File: config.mk
export PLATFORM = sky130hd
export DESIGN_NAME = multi_queue_priority_ready_list
export DESIGN_NICKNAME = d
export VERILOG_FILES = /design/src/hw/rtl/mqprl_pkg.sv /design/src/hw/rtl/multi_queue_priority_ready_list.sv /design/src/hw/rtl/mqprl_pool.sv
export SDC_FILE = /design/constraint.sdc
export NUM_CORES = 1
export LEC_CHECK = 0
export BUFFER_PORTS_ARGS = -buffer_cell sky130_fd_sc_hd__buf_2
export CAP_MARGIN = 20
export CORE_ASPECT_RATIO = 2
export CORE_UTILIZATION = 51
export DETAILED_ROUTE_END_ITERATION = 7
export PLACE_DENSITY_LB_ADDON = 0.3
export SETUP_SLACK_MARGIN = 0.4
export SYNTH_ARGS = -nofsm -noshare
export SYNTH_HDL_FRONTEND = slang
export SYNTH_HIERARCHICAL = 1
export SYNTH_SLANG_ARGS = --single-unit
File: constraint.sdc
create_clock -name clk_i -period 8.7 [get_ports clk_i]
set_input_delay 0.435 -clock clk_i [delete_from_list [all_inputs] [get_ports clk_i]]
set_output_delay 0.435 -clock clk_i [all_outputs]
set_load 0.02 [all_outputs]
File: src/hw/rtl/mqprl_pkg.sv
// Shared types and constants for the multi-queue priority ready list.
`timescale 1ns / 1ps
`default_nettype none

package mqprl_pkg;

  localparam int unsigned DefPoolEntries = 16;
  localparam int unsigned DefQueueCount  = 4;
  localparam int unsigned DefIdBits      = 8;

  localparam int unsigned PidW  = 8;
  localparam int unsigned QidxW = 2;
  localparam int unsigned PriW  = 4;
  localparam int unsigned MaskW = 4;

  localparam logic [PriW-1:0]  PrioMax   = 4'd9;
  localparam logic [MaskW-1:0] MaskReset = 4'd5;

  localparam logic ModeInsert = 1'b0;
  localparam logic ModeRemove = 1'b1;

  typedef enum logic [1:0] {
    StOk       = 2'd0,
    StNotFound = 2'd1,
    StPoolFull = 2'd2,
    StDupId    = 2'd3
  } status_e;

  typedef struct packed {
    logic             mode;
    logic [QidxW-1:0] queue_index;
    logic [PidW-1:0]  process_id;
    logic [PriW-1:0]  priority_req;
  } req_t;

  typedef struct packed {
    status_e         status;
    logic            head_valid;
    logic [PidW-1:0] head_id;
  } rsp_t;

  // Write control for the entry pool: full entry or link field only.
  typedef struct packed {
    logic en;
    logic link_only;
  } wr_ctl_t;

endpackage

`default_nettype wire

File: src/hw/rtl/multi_queue_priority_ready_list.sv
// Top level: process ready/blocked queues over a shared linked entry pool.
//
// Command in: raise start with req_i; the beat is taken when busy is low.
// busy stays high until the result has been shown. Result out: done_o is high
// for exactly one cycle with rsp_o (status, head valid, head id of the
// addressed queue after the operation); the receiver cannot stall it.
// Configuration: cfg_we_i writes priority_queue_mask from cfg_wdata_i;
// write it only while busy is low.
//
// Steps of each command, in order:
//   insert: duplicate-id and free-entry scan over the pool memory, then a list
//           walk on priority queues, then the write of the new entry and, if
//           needed, of a predecessor's link, one head read and the result cycle.
//   remove: list walk, a head read and the result cycle.
//   queue index past the queue count: result in the cycle after the accept edge.
// The single read port of the pool memory sets the pace: one entry per cycle.
// Reset empties all queues, frees every entry and sets the mask to 5.
`timescale 1ns / 1ps
`default_nettype none

module multi_queue_priority_ready_list #(
  parameter int unsigned POOL_ENTRIES = mqprl_pkg::DefPoolEntries,
  parameter int unsigned QUEUE_COUNT  = mqprl_pkg::DefQueueCount,
  parameter int unsigned ID_BITS      = mqprl_pkg::DefIdBits
) (
  input  wire                          clk_i,
  input  wire                          rst_ni,
  input  wire                          start,
  output logic                         busy,
  input  mqprl_pkg::req_t              req_i,
  output logic                         done_o,
  output mqprl_pkg::rsp_t              rsp_o,
  input  wire                          cfg_we_i,
  input  wire  [mqprl_pkg::MaskW-1:0]  cfg_wdata_i
);

  localparam int unsigned SW  = $clog2(POOL_ENTRIES);
  localparam int unsigned CW  = $clog2(POOL_ENTRIES + 1);
  localparam int unsigned QW  = (QUEUE_COUNT > 1) ? $clog2(QUEUE_COUNT) : 1;
  localparam int unsigned PW  = mqprl_pkg::PriW;

  localparam logic [2:0] S_IDLE     = 3'd0;
  localparam logic [2:0] S_SCAN     = 3'd1;
  localparam logic [2:0] S_WALK_GO  = 3'd2;
  localparam logic [2:0] S_WALK     = 3'd3;
  localparam logic [2:0] S_INS_NEW  = 3'd4;
  localparam logic [2:0] S_INS_LINK = 3'd5;
  localparam logic [2:0] S_HEAD     = 3'd6;
  localparam logic [2:0] S_OUT      = 3'd7;

  // Control state
  logic [2:0]                  state_q, state_d;
  logic [mqprl_pkg::MaskW-1:0] mask_q;
  logic [POOL_ENTRIES-1:0]     used_q, used_d;
  logic [SW-1:0]               head_q [QUEUE_COUNT];
  logic [SW-1:0]               head_d [QUEUE_COUNT];
  logic [SW-1:0]               tail_q [QUEUE_COUNT];
  logic [SW-1:0]               tail_d [QUEUE_COUNT];
  logic [CW-1:0]               len_q  [QUEUE_COUNT];
  logic [CW-1:0]               len_d  [QUEUE_COUNT];

  // Per-command working registers
  logic                 mode_q, mode_d;
  logic                 bad_q, bad_d;
  logic                 ordered_q, ordered_d;
  logic [QW-1:0]        q_q, q_d;
  logic [ID_BITS-1:0]   id_q, id_d;
  logic [PW-1:0]        pri_q, pri_d;
  mqprl_pkg::status_e   status_q, status_d;
  logic [CW-1:0]        scan_q, scan_d;
  logic                 chk_used_q, chk_used_d;
  logic                 dup_q, dup_d;
  logic                 free_found_q, free_found_d;
  logic [SW-1:0]        free_slot_q, free_slot_d;
  logic [SW-1:0]        cur_q, cur_d;
  logic [SW-1:0]        prev_q, prev_d;
  logic                 has_prev_q, has_prev_d;
  logic [CW-1:0]        n_q, n_d;
  logic [SW-1:0]        new_link_q, new_link_d;
  logic [SW-1:0]        link_addr_q, link_addr_d;
  logic                 head_upd_q, head_upd_d;
  logic                 tail_upd_q, tail_upd_d;
  logic                 link_upd_q, link_upd_d;

  // Pool port signals
  mqprl_pkg::wr_ctl_t   wr_ctl;
  logic [SW-1:0]        wr_addr;
  logic [SW-1:0]        wr_link;
  logic [SW-1:0]        rd_addr;
  logic [ID_BITS-1:0]   rd_id;
  logic [PW-1:0]        rd_pri;
  logic [SW-1:0]        rd_link;

  // Decode helpers
  logic                 q_ok;
  logic [QW-1:0]        q_in;
  logic [QW-1:0]        q_sel;
  logic [ID_BITS-1:0]   id_in;
  logic [SW-1:0]        scan_idx;
  logic                 scan_hit;
  logic                 in_range;
  logic                 head_valid;

  assign q_ok     = int'(req_i.queue_index) < QUEUE_COUNT;
  assign q_in     = QW'(req_i.queue_index);
  assign q_sel    = q_ok ? q_in : '0;
  assign id_in    = ID_BITS'(req_i.process_id);
  assign scan_idx = scan_q[SW-1:0];
  assign scan_hit = (scan_q != '0) && chk_used_q && (rd_id == id_q);
  assign in_range = n_q < len_q[q_q];

  mqprl_pool #(
    .POOL_ENTRIES (POOL_ENTRIES),
    .ID_BITS      (ID_BITS)
  ) u_pool (
    .clk_i     (clk_i),
    .wr_ctl_i  (wr_ctl),
    .wr_addr_i (wr_addr),
    .wr_id_i   (id_q),
    .wr_pri_i  (pri_q),
    .wr_link_i (wr_link),
    .rd_addr_i (rd_addr),
    .rd_id_o   (rd_id),
    .rd_pri_o  (rd_pri),
    .rd_link_o (rd_link)
  );

  always_comb begin
    state_d      = state_q;
    used_d       = used_q;
    head_d       = head_q;
    tail_d       = tail_q;
    len_d        = len_q;
    mode_d       = mode_q;
    bad_d        = bad_q;
    ordered_d    = ordered_q;
    q_d          = q_q;
    id_d         = id_q;
    pri_d        = pri_q;
    status_d     = status_q;
    scan_d       = scan_q;
    chk_used_d   = chk_used_q;
    dup_d        = dup_q;
    free_found_d = free_found_q;
    free_slot_d  = free_slot_q;
    cur_d        = cur_q;
    prev_d       = prev_q;
    has_prev_d   = has_prev_q;
    n_d          = n_q;
    new_link_d   = new_link_q;
    link_addr_d  = link_addr_q;
    head_upd_d   = head_upd_q;
    tail_upd_d   = tail_upd_q;
    link_upd_d   = link_upd_q;
    wr_ctl       = '0;
    wr_addr      = '0;
    wr_link      = '0;
    rd_addr      = '0;

    unique case (state_q)
      S_IDLE: begin
        if (start) begin
          mode_d       = req_i.mode;
          id_d         = id_in;
          pri_d        = (req_i.priority_req > mqprl_pkg::PrioMax) ?
                         mqprl_pkg::PrioMax : req_i.priority_req;
          bad_d        = !q_ok;
          q_d          = q_sel;
          ordered_d    = mask_q[req_i.queue_index];
          scan_d       = '0;
          dup_d        = 1'b0;
          free_found_d = 1'b0;
          n_d          = '0;
          has_prev_d   = 1'b0;
          status_d     = mqprl_pkg::StOk;
          if (!q_ok) begin
            status_d = mqprl_pkg::StNotFound;
            state_d  = S_OUT;
          end else if (req_i.mode == mqprl_pkg::ModeInsert) begin
            state_d = S_SCAN;
          end else if (len_q[q_sel] == '0) begin
            status_d = mqprl_pkg::StNotFound;
            state_d  = S_HEAD;
          end else begin
            state_d = S_WALK_GO;
          end
        end
      end

      S_SCAN: begin
        // Issue one entry read per cycle; check the one read last cycle.
        if (scan_q < CW'(POOL_ENTRIES)) begin
          rd_addr    = scan_idx;
          chk_used_d = used_q[scan_idx];
          scan_d     = scan_q + CW'(1);
          if (!used_q[scan_idx] && !free_found_q) begin
            free_found_d = 1'b1;
            free_slot_d  = scan_idx;
          end
        end
        dup_d = dup_q | scan_hit;
        if (scan_q == CW'(POOL_ENTRIES)) begin
          if (dup_d) begin
            status_d = mqprl_pkg::StDupId;
            state_d  = S_HEAD;
          end else if (!free_found_q) begin
            status_d = mqprl_pkg::StPoolFull;
            state_d  = S_HEAD;
          end else if (len_q[q_q] == '0) begin
            new_link_d = '0;
            head_upd_d = 1'b1;
            tail_upd_d = 1'b1;
            link_upd_d = 1'b0;
            state_d    = S_INS_NEW;
          end else if (!ordered_q) begin
            new_link_d  = '0;
            head_upd_d  = 1'b0;
            tail_upd_d  = 1'b1;
            link_upd_d  = 1'b1;
            link_addr_d = tail_q[q_q];
            state_d     = S_INS_NEW;
          end else begin
            state_d = S_WALK_GO;
          end
        end
      end

      S_WALK_GO: begin
        rd_addr    = head_q[q_q];
        cur_d      = head_q[q_q];
        n_d        = '0;
        has_prev_d = 1'b0;
        state_d    = S_WALK;
      end

      S_WALK: begin
        if (mode_q == mqprl_pkg::ModeInsert) begin
          if (in_range && (rd_pri <= pri_q)) begin
            prev_d     = cur_q;
            has_prev_d = 1'b1;
            cur_d      = rd_link;
            n_d        = n_q + CW'(1);
            rd_addr    = rd_link;
          end else begin
            link_addr_d = prev_q;
            if (in_range) begin
              new_link_d = cur_q;
              head_upd_d = !has_prev_q;
              tail_upd_d = 1'b0;
              link_upd_d = has_prev_q;
            end else begin
              // Walked past the tail: append behind it.
              new_link_d = '0;
              head_upd_d = 1'b0;
              tail_upd_d = 1'b1;
              link_upd_d = 1'b1;
            end
            state_d = S_INS_NEW;
          end
        end else begin
          if (!in_range) begin
            status_d = mqprl_pkg::StNotFound;
            state_d  = S_HEAD;
          end else if (rd_id == id_q) begin
            // Unlink the entry and free it.
            status_d      = mqprl_pkg::StOk;
            used_d[cur_q] = 1'b0;
            len_d[q_q]    = len_q[q_q] - CW'(1);
            if (has_prev_q) begin
              wr_ctl  = '{en: 1'b1, link_only: 1'b1};
              wr_addr = prev_q;
              wr_link = rd_link;
            end
            if (len_q[q_q] == CW'(1)) begin
              head_d[q_q] = '0;
              tail_d[q_q] = '0;
            end else begin
              if (!has_prev_q) begin
                head_d[q_q] = rd_link;
              end
              if (cur_q == tail_q[q_q]) begin
                tail_d[q_q] = prev_q;
              end
            end
            state_d = S_HEAD;
          end else begin
            prev_d     = cur_q;
            has_prev_d = 1'b1;
            cur_d      = rd_link;
            n_d        = n_q + CW'(1);
            rd_addr    = rd_link;
          end
        end
      end

      S_INS_NEW: begin
        wr_ctl              = '{en: 1'b1, link_only: 1'b0};
        wr_addr             = free_slot_q;
        wr_link             = new_link_q;
        used_d[free_slot_q] = 1'b1;
        len_d[q_q]          = len_q[q_q] + CW'(1);
        if (head_upd_q) begin
          head_d[q_q] = free_slot_q;
        end
        if (tail_upd_q) begin
          tail_d[q_q] = free_slot_q;
        end
        state_d = link_upd_q ? S_INS_LINK : S_HEAD;
      end

      S_INS_LINK: begin
        wr_ctl  = '{en: 1'b1, link_only: 1'b1};
        wr_addr = link_addr_q;
        wr_link = free_slot_q;
        state_d = S_HEAD;
      end

      S_HEAD: begin
        rd_addr = head_q[q_q];
        state_d = S_OUT;
      end

      S_OUT: begin
        state_d = S_IDLE;
      end

      default: begin
        state_d = S_IDLE;
      end
    endcase
  end

  always_ff @(posedge clk_i or negedge rst_ni) begin
    if (!rst_ni) begin
      state_q <= S_IDLE;
      mask_q  <= mqprl_pkg::MaskReset;
      used_q  <= '0;
      for (int i = 0; i < QUEUE_COUNT; i++) begin
        head_q[i] <= '0;
        tail_q[i] <= '0;
        len_q[i]  <= '0;
      end
    end else begin
      state_q <= state_d;
      used_q  <= used_d;
      head_q  <= head_d;
      tail_q  <= tail_d;
      len_q   <= len_d;
      if (cfg_we_i) begin
        mask_q <= cfg_wdata_i;
      end
    end
  end

  always_ff @(posedge clk_i) begin
    mode_q       <= mode_d;
    bad_q        <= bad_d;
    ordered_q    <= ordered_d;
    q_q          <= q_d;
    id_q         <= id_d;
    pri_q        <= pri_d;
    status_q     <= status_d;
    scan_q       <= scan_d;
    chk_used_q   <= chk_used_d;
    dup_q        <= dup_d;
    free_found_q <= free_found_d;
    free_slot_q  <= free_slot_d;
    cur_q        <= cur_d;
    prev_q       <= prev_d;
    has_prev_q   <= has_prev_d;
    n_q          <= n_d;
    new_link_q   <= new_link_d;
    link_addr_q  <= link_addr_d;
    head_upd_q   <= head_upd_d;
    tail_upd_q   <= tail_upd_d;
    link_upd_q   <= link_upd_d;
  end

  // Head entry was read in the cycle before the result beat.
  assign head_valid        = !bad_q && (len_q[q_q] != '0);
  assign busy              = state_q != S_IDLE;
  assign done_o            = state_q == S_OUT;
  assign rsp_o.status      = status_q;
  assign rsp_o.head_valid  = head_valid;
  assign rsp_o.head_id     = head_valid ? mqprl_pkg::PidW'(rd_id) : '0;

  a_start_busy: assert property (@(posedge clk_i) disable iff (!rst_ni)
    start && !busy |=> busy)
    else $error("command taken but block not busy");

  a_done_idle: assert property (@(posedge clk_i) disable iff (!rst_ni)
    done_o |=> !busy)
    else $error("block still busy after result beat");

  a_slot_free: assert property (@(posedge clk_i) disable iff (!rst_ni)
    state_q == S_INS_NEW |-> !used_q[free_slot_q])
    else $error("insert takes an entry already in use");

  a_full_real: assert property (@(posedge clk_i) disable iff (!rst_ni)
    done_o && rsp_o.status == mqprl_pkg::StPoolFull |->
      $countones(used_q) == POOL_ENTRIES)
    else $error("pool full reported with a free entry");

endmodule

`default_nettype wire

File: src/hw/rtl/mqprl_pool.sv
// Entry pool memory: id, priority and link per entry, one write and one read port.
`timescale 1ns / 1ps
`default_nettype none

module mqprl_pool #(
  parameter int unsigned POOL_ENTRIES = mqprl_pkg::DefPoolEntries,
  parameter int unsigned ID_BITS      = mqprl_pkg::DefIdBits
) (
  input  wire                            clk_i,
  input  mqprl_pkg::wr_ctl_t             wr_ctl_i,
  input  wire  [$clog2(POOL_ENTRIES)-1:0] wr_addr_i,
  input  wire  [ID_BITS-1:0]             wr_id_i,
  input  wire  [mqprl_pkg::PriW-1:0]     wr_pri_i,
  input  wire  [$clog2(POOL_ENTRIES)-1:0] wr_link_i,
  input  wire  [$clog2(POOL_ENTRIES)-1:0] rd_addr_i,
  output logic [ID_BITS-1:0]             rd_id_o,
  output logic [mqprl_pkg::PriW-1:0]     rd_pri_o,
  output logic [$clog2(POOL_ENTRIES)-1:0] rd_link_o
);

  localparam int unsigned SW = $clog2(POOL_ENTRIES);

  logic [ID_BITS-1:0]         id_mem_q   [POOL_ENTRIES];
  logic [mqprl_pkg::PriW-1:0] pri_mem_q  [POOL_ENTRIES];
  logic [SW-1:0]              link_mem_q [POOL_ENTRIES];

  logic [ID_BITS-1:0]         rd_id_q;
  logic [mqprl_pkg::PriW-1:0] rd_pri_q;
  logic [SW-1:0]              rd_link_q;

  always_ff @(posedge clk_i) begin
    if (wr_ctl_i.en) begin
      link_mem_q[wr_addr_i] <= wr_link_i;
      if (!wr_ctl_i.link_only) begin
        id_mem_q[wr_addr_i]  <= wr_id_i;
        pri_mem_q[wr_addr_i] <= wr_pri_i;
      end
    end
  end

  // Read zero past the pool end when the depth is not a power of two.
  always_ff @(posedge clk_i) begin
    if (int'(rd_addr_i) < POOL_ENTRIES) begin
      rd_id_q   <= id_mem_q[rd_addr_i];
      rd_pri_q  <= pri_mem_q[rd_addr_i];
      rd_link_q <= link_mem_q[rd_addr_i];
    end else begin
      rd_id_q   <= '0;
      rd_pri_q  <= '0;
      rd_link_q <= '0;
    end
  end

  assign rd_id_o   = rd_id_q;
  assign rd_pri_o  = rd_pri_q;
  assign rd_link_o = rd_link_q;

endmodule

`default_nettype wire

==> results.json <==
{
  "grt.total_usage": 0.2386,
  "setup_slack_ns": 3.283,
  "vias": 9235,
  "dp_hpwl_um": 26800,
  "synth_nets": 1057,
  "nets": 1106,
  "sw_frac_of_total": 0.3347,
  "yosysSeqAreaShare": 0.6812,
  "yosysWarnings": 6,
  "cp-start-kind": "flop",
  "cts_tree": "yes",
  "max_cap_violations": 0,
  "ant_nets": 0,
  "rsz0062_at_grt": "no",
  "syn2layout_area_growth_pct": 10.73,
  "cts_root_buf": "clkbuf_16",
  "via_per_inst": 6.048,
  "grt_pass1_wl_um": 58420,
  "vdd_drop_max_mv": 0.1761,
  "path_class": "flop to flop",
  "worstHoldPathType": "input pin to flop",
  "drcViolationCount": 1,
  "cts_inserted_buffers": 35,
  "cts.repair.resized": 0,
  "cts.sinks": 402,
  "htree_levels": 2,
  "synth_edf_count": 311,
  "ys_async_sr_fraction": 0.1866,
  "final_cell_area_um2": 18760,
  "endpoint_kind": "flop",
  "wl_per_cell_um": 25.10,
  "dpl_cell_area_um2": 17570,
  "p_clk_frac": 0.248,
  "clock_skew_ns": 0.02514,
  "power_switching_mw": 2.135,
  "ys_ff_latch": 402,
  "drt_iter0_drc": 582,
  "hold_depth": 1,
  "rr_startpoint": "q_q[0]",
  "syn_inst": 1019,
  "avgSynthCellArea_um2": 16.62,
  "grt_pass1_vias": 10160,
  "fin_setup_tns_ns": 0,
  "rr_worst_depth": 14,
  "power.density_nw_per_um2": 340.0,
  "failed_checks": "design-rule violations",
  "holdCritStartpoint": "req_i[10]",
  "path_max_fanout": 37,
  "dieArea_um2": 33990,
  "io_pins": 36,
  "crit_start": "q_q[0]",
  "clk_latency_ns": 0.55,
  "start_util": 0.5162,
  "die_w_um": 130.9,
  "dp_slack_ns": 3.286,
  "internal-power_mw": 4.242,
  "wl_um": 38320,
  "combPwrFrac": 0.311,
  "r2r_slack_ns": 3.28,
  "cp.required_ns": 9.10,
  "grt_max_degree": 71,
  "leakage_nw": 6.639,
  "clock_path_buffers": 3,
  "rows": 94,
  "crit_arrival_ns": 5.82,
  "firstDrtPassIters": 7,
  "outcome": "complete, but fails checks",
  "tightest_slew_ns": 1.044,
  "synth_cell_type_count": 68,
  "min_period_ns": 5.417,
  "netlist_area_um2": 16940,
  "grt_overflow": 0,
  "diodes": 0,
  "finalSetupViolations": 0,
  "power_frac_seq": 0.441,
  "min_to": "id_q[6]",
  "drv_slew": 0,
  "die_height_um": 259.7,
  "maxSlewHeadroom": 0.2984,
  "antenna_found_initial": 0,
  "port_buffers": 35,
  "gp_congestion": 0.8550,
  "max_freq_mhz": 184.6,
  "clk_pin_slew_worst_paths_ns": 0.07,
  "drive_gt1_frac": 0.2256,
  "hold_viol_final": 0,
  "r2r_end": "u_pool/rd_id_o[5]",
  "fin_crit_sh": 0.6226,
  "placeableCoreArea_um2": 32810,
  "synth_ff_type": "edfxtp_1"
}
==> layer usage <==
metal,global-route usage,share of wire
met5,0,0
met4,0.1462,0.060
met3,0.02715,0.030
met2,0.4625,0.58
met1,0.2316,0.33
==> final cells by class <==
cell class / count / area, um^2
Fill cell: 2456 / 14060
Sequential cell: 402 / 11540
Multi-Input combinational cell: 547 / 5064
Clock buffer: 42 / 943.4
Tap cell: 432 / 540.5
Timing Repair Buffer: 59 / 357.8
Clock inverter: 22 / 225.2
Inverter: 23 / 86.33
==> critical path, cell delays in order (launching register included) <==
cell      delay (ns)
edfxtp_1        0.34
buf_4           0.31
mux4_2          0.60
inv_1           0.13
ha_1            0.27
a21oi_1         0.13
a21boi_0        0.11
or3_1           0.40
nor2_1          0.19
and3_1          0.55
a21o_2          0.66
buf_4           0.56
mux4_2          0.38
a22oi_1         0.49
nand2_1         0.09
==> power groups by stage <==
stage	combinational [mW]	clock, mW	sequential (mW)
final	1.98	1.58	2.81
after global routing	2.16	1.67	2.85
after CTS	2.06	1.61	2.83
after detailed placement	2.06	0	2.87
after global placement	2.01	0	2.86
after floorplan	1.59	0	2.70
==> kinds of logic after synthesis <==
family | Yosys count | share of synthesized area
DFF | 402 | 0.6812
and+or+nand+nor | 237 | 0.06973
muxes | 143 | 0.1516
AOI/OAI and AO/OA | 130 | 0.05392
buffers and inverters | 70 | 0.02113
xor gates and xnor gates | 22 | 0.01138
adders and majority gates | 15 | 0.01108
==> metrics by stage <==
stage | std cells | utilization | power, mW | hold slack (ns)
global route | 1527 | 0.5716 | 6.678 | 0.06045
finish | 1527 | 0.5716 | 6.377 | 0.06858
global placement | 1461 | 0.5355 | 4.867 | 0.2504
CTS | 1526 | 0.5714 | 6.502 | 0.04989
detailed placement | 1461 | 0.5355 | 4.929 | 0.2476
floorplan | 1019 | - | 4.297 | 0.1394
==> synthesized netlist by cell type (5+ instances only) <==
library cell,count,area share
buf_4,6,0.0027
inv_1,21,0.0047
nand4_1,6,0.0022
o21ai_0,6,0.0018
nor2b_1,17,0.0063
and2_1,13,0.0048
mux4_2,72,0.096
a22oi_1,37,0.016
mux2_1,28,0.019
buf_6,5,0.0033
nor3_1,15,0.0044
and3_1,13,0.0048
nor2_1,62,0.014
a21o_1,12,0.0053
dfrtp_1,73,0.11
edfxtp_1,311,0.55
or2_2,6,0.0022
a31oi_1,10,0.0037
mux2_2,30,0.020
nand3_1,9,0.0027
dfxtp_1,16,0.019
mux4_1,10,0.016
xnor2_1,18,0.0093
a21oi_1,35,0.010
nand2_1,65,0.014
clkbuf_1,19,0.0042
buf_2,6,0.0018
ha_1,15,0.011
buf_1,6,0.0013
==> state kept, by name, summed over array words and instances (netlist names), 5 cells and up <==
name               cells
u_pool/rd_id_o         8
u_pool/pri_mem_q      64
id_q                   8
head_q                16
scan_q                 5
used_q                16
len_q                 20
n_q                    5
tail_q                16
u_pool/id_mem_q      128
u_pool/link_mem_q     64
==> worst max path at each step <==
stage / end
finish: u_pool/rd_id_o[5]
global route: u_pool/rd_link_o[2]
CTS: u_pool/rd_id_o[7]
detailed placement: u_pool/rd_id_o[7]
global placement: u_pool/rd_id_o[7]
floorplan: u_pool/id_mem_q[0][0]
==> what timing repair did <==
action | 4_1_cts | 5_1_grt
setup buffers | 0 | 0
hold buffers | 1 | 0
endpoints found under the hold margin | 5 | 0
==> layout by cell type (no fill, tap or decap), types with 13 or more instances in the layout <==
master | netlist | layout
edfxtp_1 | 311 | 311
dfrtp_1 | 73 | 73
mux4_2 | 72 | 72
nand2_1 | 65 | 65
nor2_1 | 62 | 58
a22oi_1 | 37 | 37
clkbuf_16 | 0 | 36
a21oi_1 | 35 | 35
buf_2 | 6 | 34
mux2_2 | 30 | 30
mux2_1 | 28 | 28
buf_4 | 6 | 23
inv_1 | 21 | 21
xnor2_1 | 18 | 18
nor2b_1 | 17 | 16
dfxtp_1 | 16 | 16
nor3_1 | 15 | 15
ha_1 | 15 | 15
and2_1 | 13 | 13
and3_1 | 13 | 13
(Power assumes the default switching activity.)
